## src/rtl/core/rse_pkg.sv

```systemverilog
// Shared types, constants and GF(256) functions for the Reed-Solomon encoder.
package rse_pkg;

    localparam int PARITY_SYMBOLS = 16;
    localparam int DRAIN_W        = $clog2(PARITY_SYMBOLS + 1);
    localparam int COUNT_W        = 9;
    localparam logic [COUNT_W-1:0] COUNT_MAX = '1;
    localparam logic [7:0] FIELD_POLY_LOW = 8'h1d;
    localparam logic [7:0] ALPHA = 8'h02;

    typedef logic [PARITY_SYMBOLS:0][7:0] gen_t;
    typedef logic [PARITY_SYMBOLS-1:0][7:0] cells_t;

    typedef struct packed {
        logic [7:0] code_byte;
        logic       is_parity;
        logic       last;
        logic       too_long;
    } rse_item_t;

    typedef struct packed {
        logic full;
    } buf_status_t;

    function automatic logic [7:0] gf_mul(input logic [7:0] a, input logic [7:0] b);
        logic [7:0] x;
        logic [7:0] acc;
        x   = a;
        acc = '0;
        for (int i = 0; i < 8; i++)
        begin
            if (b[i])
            begin
                acc = acc ^ x;
            end
            x = {x[6:0], 1'b0} ^ (x[7] ? FIELD_POLY_LOW : 8'h00);
        end
        return acc;
    endfunction

    function automatic gen_t build_gen();
        gen_t       g;
        logic [7:0] root;
        g    = '0;
        g[0] = 8'h01;
        root = 8'h01;
        for (int i = 0; i < PARITY_SYMBOLS; i++)
        begin
            for (int j = i + 1; j >= 1; j--)
            begin
                g[j] = g[j] ^ gf_mul(g[j-1], root);
            end
            root = gf_mul(root, ALPHA);
        end
        return g;
    endfunction

    localparam gen_t GEN = build_gen();

endpackage

```

## src/rtl/core/rse_cell.sv

```systemverilog
// One stage of the parity division register: neighbor value plus feedback times a coefficient.
module rse_cell
    import rse_pkg::*;
(
    input  logic       clk,
    input  logic       rst_n,
    input  logic       advance,
    input  logic [7:0] feedback,
    input  logic [7:0] upstream,
    input  logic [7:0] coef,
    output logic [7:0] value
);

    logic [7:0] value_reg;
    logic [7:0] value_next;

    always_comb
    begin
        value_next = value_reg;
        if (advance)
        begin
            value_next = upstream ^ gf_mul(feedback, coef);
        end
    end

    always_ff @(posedge clk or negedge rst_n)
    begin
        if (!rst_n)
        begin
            value_reg <= '0;
        end
        else
        begin
            value_reg <= value_next;
        end
    end

    assign value = value_reg;

endmodule

```

## src/rtl/core/rse_out_buf.sv

```systemverilog
// Output register with one skid entry for the codeword channel.
module rse_out_buf
    import rse_pkg::*;
(
    input  logic        clk,
    input  logic        rst_n,
    input  logic        push,
    input  rse_item_t   push_item,
    output buf_status_t status,
    output logic        code_valid,
    input  logic        code_stall,
    output rse_item_t   out_item
);

    logic      out_valid_reg, out_valid_next;
    logic      skid_valid_reg, skid_valid_next;
    rse_item_t out_item_reg, out_item_next;
    rse_item_t skid_item_reg, skid_item_next;
    logic      take;

    assign take = out_valid_reg & ~code_stall;

    always_comb
    begin
        out_valid_next  = out_valid_reg;
        skid_valid_next = skid_valid_reg;
        out_item_next   = out_item_reg;
        skid_item_next  = skid_item_reg;
        if (skid_valid_reg)
        begin
            if (take)
            begin
                out_item_next   = skid_item_reg;
                skid_valid_next = 1'b0;
            end
        end
        else if (push)
        begin
            if (!out_valid_reg || take)
            begin
                out_item_next  = push_item;
                out_valid_next = 1'b1;
            end
            else
            begin
                skid_item_next  = push_item;
                skid_valid_next = 1'b1;
            end
        end
        else if (take)
        begin
            out_valid_next = 1'b0;
        end
    end

    always_ff @(posedge clk or negedge rst_n)
    begin
        if (!rst_n)
        begin
            out_valid_reg  <= 1'b0;
            skid_valid_reg <= 1'b0;
        end
        else
        begin
            out_valid_reg  <= out_valid_next;
            skid_valid_reg <= skid_valid_next;
        end
    end

    always_ff @(posedge clk)
    begin
        out_item_reg  <= out_item_next;
        skid_item_reg <= skid_item_next;
    end

    assign status.full = skid_valid_reg;
    assign code_valid  = out_valid_reg;
    assign out_item    = out_item_reg;

endmodule

```

## src/rtl/core/rs_systematic_encoder_unit.sv

```systemverilog
// Top level of the systematic Reed-Solomon encoder over GF(256).
//
// Message bytes enter on the msg channel (msg_valid/msg_stall, data_byte,
// end_of_message), highest-order coefficient first. Every accepted byte is
// echoed on the code channel (code_valid/code_stall) through the output buffer, with
// is_parity low. A transaction that carries end_of_message is followed by
// PARITY_SYMBOLS parity bytes, highest-order first, one per cycle while the skid entry is free,
// with last high on the final one; too_long flags any symbol past the 255th of a
// codeword.
// Throughput: one message byte per cycle while msg_stall is low; after a byte with
// end_of_message the same row of cells shifts the parity out and msg_stall is held
// high meanwhile.
// Each symbol is registered in the output register, or in the skid entry while that is held.
// A stalled code channel fills one skid entry; msg_stall then rises until it
// drains, and nothing is dropped. Reset clears the cells, the symbol count
// and both output entries; the block is ready on the first cycle after.
module rs_systematic_encoder_unit
    import rse_pkg::*;
(
    input  logic       clk,
    input  logic       rst_n,
    input  logic       msg_valid,
    output logic       msg_stall,
    input  logic [7:0] data_byte,
    input  logic       end_of_message,
    output logic       code_valid,
    input  logic       code_stall,
    output logic [7:0] code_byte,
    output logic       is_parity,
    output logic       last,
    output logic       too_long
);

    logic [DRAIN_W-1:0] drain_cnt_reg, drain_cnt_next;
    logic [COUNT_W-1:0] count_reg, count_next;
    logic [COUNT_W-1:0] bumped;
    cells_t             cell_value;
    logic [7:0]         feedback;
    logic               advance;
    logic               emit;
    logic               draining;
    logic               msg_take;
    rse_item_t          emit_item;
    rse_item_t          out_item;
    buf_status_t        buf_status;

    assign draining  = drain_cnt_reg != '0;
    assign msg_stall = draining | buf_status.full;
    assign msg_take  = msg_valid & ~msg_stall;
    assign bumped    = (count_reg == COUNT_MAX) ? count_reg : count_reg + COUNT_W'(1);

    always_comb
    begin
        emit           = 1'b0;
        advance        = 1'b0;
        feedback       = 8'h00;
        emit_item      = '0;
        drain_cnt_next = drain_cnt_reg;
        count_next     = count_reg;
        if (msg_take)
        begin
            emit      = 1'b1;
            advance   = 1'b1;
            feedback  = data_byte ^ cell_value[0];
            emit_item = '{code_byte: data_byte, is_parity: 1'b0, last: 1'b0,
                          too_long: bumped[COUNT_W-1]};
            count_next = bumped;
            if (end_of_message)
            begin
                drain_cnt_next = DRAIN_W'(PARITY_SYMBOLS);
            end
        end
        else if (draining && !buf_status.full)
        begin
            emit      = 1'b1;
            advance   = 1'b1;
            emit_item = '{code_byte: cell_value[0], is_parity: 1'b1,
                          last: (drain_cnt_reg == DRAIN_W'(1)),
                          too_long: bumped[COUNT_W-1]};
            drain_cnt_next = drain_cnt_reg - DRAIN_W'(1);
            count_next     = (drain_cnt_reg == DRAIN_W'(1)) ? '0 : bumped;
        end
    end

    always_ff @(posedge clk or negedge rst_n)
    begin
        if (!rst_n)
        begin
            drain_cnt_reg <= '0;
            count_reg     <= '0;
        end
        else
        begin
            drain_cnt_reg <= drain_cnt_next;
            count_reg     <= count_next;
        end
    end

    for (genvar i = 0; i < PARITY_SYMBOLS; i++)
    begin : g_cell
        logic [7:0] upstream;
        if (i == PARITY_SYMBOLS - 1)
        begin : g_tail
            assign upstream = 8'h00;
        end
        else
        begin : g_mid
            assign upstream = cell_value[i+1];
        end
        rse_cell u_cell (
            .clk      (clk),
            .rst_n    (rst_n),
            .advance  (advance),
            .feedback (feedback),
            .upstream (upstream),
            .coef     (GEN[i+1]),
            .value    (cell_value[i])
        );
    end

    rse_out_buf u_out_buf (
        .clk        (clk),
        .rst_n      (rst_n),
        .push       (emit),
        .push_item  (emit_item),
        .status     (buf_status),
        .code_valid (code_valid),
        .code_stall (code_stall),
        .out_item   (out_item)
    );

    assign code_byte = out_item.code_byte;
    assign is_parity = out_item.is_parity;
    assign last      = out_item.last;
    assign too_long  = out_item.too_long;

    a_drain_blocks_input: assert property (@(posedge clk) disable iff (!rst_n)
        draining |-> msg_stall)
        else $error("message accepted during parity shift-out");

    a_last_is_parity: assert property (@(posedge clk) disable iff (!rst_n)
        (code_valid && last) |-> is_parity)
        else $error("last flag on a non-parity symbol");

    a_cells_clear_after_codeword: assert property (@(posedge clk) disable iff (!rst_n)
        (emit && emit_item.last) |=> (cell_value == '0 && count_reg == '0))
        else $error("encoder state not cleared after final parity");

    a_emit_only_when_room: assert property (@(posedge clk) disable iff (!rst_n)
        emit |-> !buf_status.full)
        else $error("symbol produced while skid entry is occupied");

endmodule
```

## config.mk

```make
export PLATFORM = sky130hd
export DESIGN_NAME = rs_systematic_encoder_unit
export DESIGN_NICKNAME = d
export VERILOG_FILES = /design/src/rtl/core/rse_pkg.sv /design/src/rtl/core/rse_cell.sv /design/src/rtl/core/rse_out_buf.sv /design/src/rtl/core/rs_systematic_encoder_unit.sv
export SDC_FILE = /design/constraint.sdc
export NUM_CORES = 1
export LEC_CHECK = 0
export CAP_MARGIN = 5
export CORE_UTILIZATION = 55
export DETAILED_ROUTE_END_ITERATION = 16
export DONT_BUFFER_PORTS = 1
export HOLD_SLACK_MARGIN = 0.12
export PLACE_DENSITY = 0.7
export SYNTH_ARGS = -nofsm -noshare
export SYNTH_HDL_FRONTEND = slang
export SYNTH_SLANG_ARGS = --single-unit
```

## constraint.sdc

```tcl
create_clock -name clk -period 7.75 [get_ports clk]
set_clock_uncertainty 0.1 [all_clocks]
set_input_delay 1.1625 -clock clk [delete_from_list [all_inputs] [get_ports clk]]
set_output_delay 1.1625 -clock clk [all_outputs]
set_load 0.01 [all_outputs]
```

==> Yosys cells after proc, flatten, opt, wreduce, memory -nomap -nowiden <==
Cells that the tools add are included.
Widths: inputs -> output; s select.
{ "word_totals": {"regBits": 166, "latchBits": 0, "ramBits": 0, "mem_bits_ro": 0, "in_bits": 13, "memories": 0} }
{ "op_classes": {"add_sub_neg": 2, "multipliers": 0, "n_div": 0, "n_lt_le_gt_ge": 0, "n_eq_ne": 5, "n_shift": 0, "mux": 79, "bitwise": 64, "n_reduce_logical": 13} }
{ "ops": {"columns": ["op", "count"], "rows": [
  ["$xor 8x8->8", 56],
  ["$mux 8", 50],
  ["$mux 11", 6],
  ["$mux 5", 10],
  ["$mux 9", 4],
  ["$add 9x1->9 const B", 1],
  ["$eq 9x9->1 const B", 1],
  ["$mux 1", 9],
  ["$reduce_and 3->1", 3],
  ["$reduce_bool 2->1", 4],
  ["$xor 8x5->8", 1],
  ["$eq 5x1->1 const B", 1],
  ["$reduce_bool 5->1", 1],
  ["$sub 5x1->5 const B", 1],
  ["$ne 2x2->1 const B", 2],
  ["$not 1->1", 4],
  ["$and 1x1->1", 2],
  ["$logic_not 1->1", 2],
  ["$ne 2x1->1 const B", 1],
  ["$reduce_and 2->1", 1],
  ["$logic_and 1x1->1", 1],
  ["$logic_or 1x1->1", 1],
  ["$or 1x1->1", 1]
]} }

==> Depth between registers and ports, before layout <==
{ "depth": {"ltp_word": 22, "mapped_depth": 10, "mapped_depth_nobuf": 9} }

==> By module <==
From an unflattened synthesis, not the netlist that was laid out.
{ "hier_totals": {"cells_unflattened": 3513, "area_unflattened_um2": 26689.3} }
{ "modules_own_cells": {"columns": ["mod", "instances", "cells_per_inst", "area_per_inst_um2"], "rows": [
  ["rse_cell", 16, 209, 1542.7],
  ["rs_systematic_encoder_unit", 1, 122, 1066.0],
  ["rse_out_buf", 1, 47, 939.7]
]} }

==> Worst setup path before layout <==
Ideal clock, no wire load.
{ "synth_path": {"path_type": "input -> register", "startpoint": "input data_byte[7]", "endpoint": "register g_cell[11].u_cell.value_reg[2]", "setup_time_ns": 0.082, "arrival_ns": 2.996, "required_time_ns": 7.568, "slack_ns": 4.572, "cell_stages": 7, "path_cell_list": "xnor2_1 > buf_2 > xor2_4 > xnor2_1 > xor3_1 > or3_1 > a31oi_1"} }
{ "synth_between": {"elab_chain_len": 16, "elab_cells_between_ends": 20} }
{ "synth_lines": {"columns": ["element", "line", "source"], "rows": [
  ["from (decl)", "rs_systematic_encoder_unit.sv:24", "input logic [7:0] data_byte,"],
  ["$xor 8x8->8 *", "rs_systematic_encoder_unit.sv:64", "feedback = data_byte ^ cell_value[0];"],
  ["$mux 8 *", "rs_systematic_encoder_unit.sv:60", "if (msg_take)"],
  ["$mux 5 *", "rse_pkg.sv:36", "x = {x[6:0], 1'b0} ^ (x[7] ? FIELD_POLY_LOW : 8'h00);"],
  ["$xor 8x8->8 * (4 in a row)", "rse_pkg.sv:36", null],
  ["$mux 5", null, null],
  ["$xor 8x8->8 *", null, null],
  ["$xor 8x8->8", "rse_pkg.sv:34", "acc = acc ^ x;"],
  ["$mux 8", "rse_cell.sv:20", "if (advance)"],
  ["$xor 8x8->8", "rse_pkg.sv:34", null],
  ["$mux 8", "rse_cell.sv:20", null],
  ["$xor 8x8->8 *", "rse_pkg.sv:34", null],
  ["$mux 8 *", "rse_cell.sv:20", null],
  ["$xor 8x8->8 *", "rse_cell.sv:22", "value_next = upstream ^ gf_mul(feedback, coef);"],
  ["to (signal assigned)", "rse_cell.sv:34", "value_reg <= value_next;"],
  ["to (decl)", "rse_cell.sv:14", "logic [7:0] value_reg;"]
]} }
Every way passes the cells marked *; elsewhere a longest branch is shown, timed or not. The select of a mux whose other input is x is not followed.
A chain may end at the register's enable or synchronous reset.

==> Worst setup path after layout <==
{ "layout_path": {"startpoint": "register drain_cnt_reg[0]", "endpoint": "register g_cell[3].u_cell.value_reg[5]"} }
{ "layout_between": {"elab_chain_len": 19, "elab_cells_between_ends": 34} }
{ "layout_lines": {"columns": ["element", "line", "source"], "rows": [
  ["from (decl)", "rs_systematic_encoder_unit.sv:34", "logic [DRAIN_W-1:0] drain_cnt_reg, drain_cnt_next;"],
  ["from (signal assigned)", "rs_systematic_encoder_unit.sv:94", "drain_cnt_reg <= drain_cnt_next;"],
  ["$reduce_bool 5->1 *", "rs_systematic_encoder_unit.sv:47", "assign draining = drain_cnt_reg != '0;"],
  ["$or 1x1->1", "rs_systematic_encoder_unit.sv:48", "assign msg_stall = draining | buf_status.full;"],
  ["$not 1->1", "rs_systematic_encoder_unit.sv:49", "assign msg_take = msg_valid & ~msg_stall;"],
  ["$and 1x1->1", "rs_systematic_encoder_unit.sv:49", null],
  ["$mux 8", "rs_systematic_encoder_unit.sv:60", null],
  ["$mux 5", "rse_pkg.sv:36", null],
  ["$xor 8x8->8 (2 in a row)", "rse_pkg.sv:36", null],
  ["$xor 8x8->8", null, null],
  ["[2 not listed]", null, null],
  ["$mux 8", "rse_cell.sv:20", null],
  ["$xor 8x8->8", "rse_pkg.sv:34", null],
  ["$mux 8", "rse_cell.sv:20", null],
  ["$xor 8x8->8", "rse_pkg.sv:34", null],
  ["$mux 8", "rse_cell.sv:20", null],
  ["$xor 8x8->8", "rse_pkg.sv:34", null],
  ["$mux 8", "rse_cell.sv:20", null],
  ["$xor 8x8->8", "rse_cell.sv:22", null],
  ["to (signal assigned)", "rse_cell.sv:34", null],
  ["to (decl)", "rse_cell.sv:14", null]
]} }
Marks and branches as above.

==> reports/metrics.csv <==
stage;metric;value;unit
run_status;status;complete, no violations;
floorplanning;full die area;17240;um^2
run;max-cap check violation count;0;
global_routing;initial antenna violation count;0;
final_layout;filler-free cell count of the finished design;1104;
setup_path;Top cell by count, worst path;buf_4;
synthesis;asr flop ratio synth;0.8675;
setup_path;Crit path depth;8;
cts;Max Root-Sink Buffers;2;
placement;placed insts;1072;
setup_path;Crit path largest cell delay;0.90;ns
final_layout;Filler Cell Count;1315;
synthesis;Seq/Total Area, Yosys;0.4637;
cts;Resized Gates After CTS;0;
cts;clock-pin transition on the worst setup and hold timing paths;0.07;ns
final_layout;max FFs per register;128;
final_layout;Inserted Diodes;0;
placement;pre-CTS setup slack;3.939;ns
drt;DRC Markers;0;
timing;post-layout minimum cycle time;3.837;ns
drt;post-DR vias/cell;5.661;
floorplanning;Die H;131.3;um
pwr;Lkg Pwr;4.187;nW
final_layout;commonest non-fill, non-tap cell in the layout;xnor2_1;
cts;clk_lat worst skew;0.45;ns
setup_path;family with the most delay on the worst path;buffers and inverters;
placement;dpl hpwl;14180;um
placement;gpl congestion;0.8642;
setup_path;reg2reg path depth;8;
timing;final slew viol count;0;
cts;TritonCTS buffer count;17;
cts;Setup Buffers After CTS;0;
synthesis;Post-synth EDFFs;22;
timing;final hold violations;0;
floorplanning;# rows;46;
cts;H-tree Lvls;4;
setup_path;worst path cell trace;inv_1 > ha_1 > or4b_2 > o21ai_4 > buf_4 > buf_4 > nor4_1 > a211o_1;
setup_path;Critical Path Sink Type;flip-flop;
placement;port bufs;0;
floorplanning;Die Wd;131.3;um
drt;Detailed Routing Iterations Pass 1;5;
pwr;pwr dens;484.7;nW/um^2
global_routing;vias in the first global route;6330;
global_routing;first-pass GRT wire length;34690;um
timing;RSZ-0062 raised after global routing;false;
setup_path;Buf/Inv on CP;3;
synthesis;synthesis warning total;0;
timing;measured slew at the worst slew-check pin;1.250;ns
timing;max_slew headroom;0.1626;
synthesis;synthesized cell area;9196;um^2
timing;setup_tns;0;ns
synthesis;Avg Cell Area, Syn;10.29;um^2
cts;clock sinks;166;
global_routing;Congestion Overflow GR;0;
drt;final antenna-violating net count;0;
drt;Initial DRC Count;543;
floorplanning;Core Area;16120;um^2
setup_path;Worst EP required;7.98;ns
setup_path;CP Max Fanout;125;
drt;Vias;6250;
synthesis;syn_nets;911;
setup_path;Startpoint Class;flip-flop;
cts;TritonCTS clock tree;done;
final_layout;layout cells sized above 1;0.07770;
cts;CTS Root Cell;clkbuf_16;
setup_path;critical path type;reg2reg;
pwr;Peak VDD IR;0.3414;mV
synthesis;Seq cells post-synth;166;
final_layout;area grow syn2layout;8.095;%
worst_hold_path;Hold Crit Class;in2async;
global_routing;largest net degree at the start of global routing;145;
final_layout;final layout net count;892;
final_layout;final core occ;0.6168;
synthesis;synthesized instance count;894;
setup_path;critical path's slowest cell;buf_4;
drt;WL/cell;18.97;um
setup_path;WP data arrival;4.06;ns
synthesis;Main synth FF type;dfrtp_1;
cts;Post-CTS Hold Fix Bufs;0;
timing;Setup violations, final;0;
floorplanning;I/O pin count;26;
timing;Final period util;0.4952;
floorplanning;Initial Utilization;0.5707;
global_routing;gr usage total;0.2637;
drt;Final Routed Wirelength;20940;um
final_layout;most frequent cells in the layout;xnor2_1, dfrtp_1, nand2_1;
timing;final critical-path setup slack;3.913;ns
synthesis;Netlist cell types;47;
timing;fmax;260.6;MHz
[routing by layer]
metal	wire length, um	up-vias	share of wire	global-route usage
li1	-	2948	-	-
met1	9350	3063	0.45	0.3575
met2	9722	186	0.46	0.4072
met3	1057	53	0.050	0.05054
met4	809	0	0.039	0.1311
met5	0	-	0	0
[synth_stat cells (all sizes together), types with 8 or more instances]
cell type,number,area share
xnor2,163,0.17
dfrtp,144,0.39
nand2,138,0.056
o21ai,112,0.061
nor2,81,0.037
xor2,35,0.037
clkbuf,28,0.011
edfxtp,22,0.072
a21oi,19,0.010
xnor3,19,0.047
buf,18,0.0098
nand3,17,0.0098
inv,13,0.0053
or3,10,0.0068
a22o,8,0.0076
o211ai,8,0.0065
[area by class of cell]
class	count	area [um^2]	share of cell area
Clock buffer	18	429.2	0.04317
Clock inverter	14	146.4	0.01473
Inverter	13	48.80	0.004909
Multi-Input combinational cell	669	4722	0.4750
Sequential cell	166	4264	0.4289
Tap cell	216	270.3	0.02719
Timing Repair Buffer	8	60.06	0.006042
[report_power, final]
part	switching (mW)	internal [mW]	total [mW]	leakage (nW)
combinational	1.39	1.09	2.47	1.77
clock	0.382	0.452	0.834	0.281
sequential	0.276	1.24	1.51	2.14
[worst reg2reg max path, delay by kind of cell, from the launching register on]
kind            cells  cell delay, ns
buf+inv             3            1.80
flops               1            0.43
fa+ha+maj           1            0.18
compound gates      2            0.40
simple gates        2            0.81
[stage by stage]
step	hold WS, ns	total power [mW]	instance area, um^2
after floorplan	0.3515	3.425	9196
after global placement	0.3695	3.896	9365
after detailed placement	0.3887	3.976	9365
after CTS	0.3041	4.828	9941
after global routing	0.2952	5.118	9941
final	0.3095	4.818	9941
[cells by family (layout without fill, tap and decap cells)]
logic type / Yosys count / count (layout) / synth area share
AND/OR/NAND/NOR: 265 / 265 / 0.1231
XOR/XNOR: 220 / 220 / 0.2654
AO/OA/AOI/OAI: 177 / 177 / 0.1120
flip-flops: 166 / 166 / 0.4637
buffers and inverters: 59 / 53 / 0.02653
adder cells (fa/ha/maj): 4 / 4 / 0.005442
multiplexers: 3 / 3 / 0.003809
[final timing paths]
check	end	slack, ns	startpoint
max	g_cell[3].u_cell.value[5]	3.91	drain_cnt_reg[0]
min	drain_cnt_reg[4]	0.31	rst_n
max reg2reg	g_cell[3].u_cell.value[5]	3.91	drain_cnt_reg[0]
min reg2reg	g_cell[7].u_cell.value[2]	0.40	g_cell[7].u_cell.value[2]
max in group asynchronous	g_cell[8].u_cell.value[0]	7.02	rst_n
min in group clk	g_cell[7].u_cell.value[2]	0.40	g_cell[7].u_cell.value[2]
(Power assumes the default switching activity.)
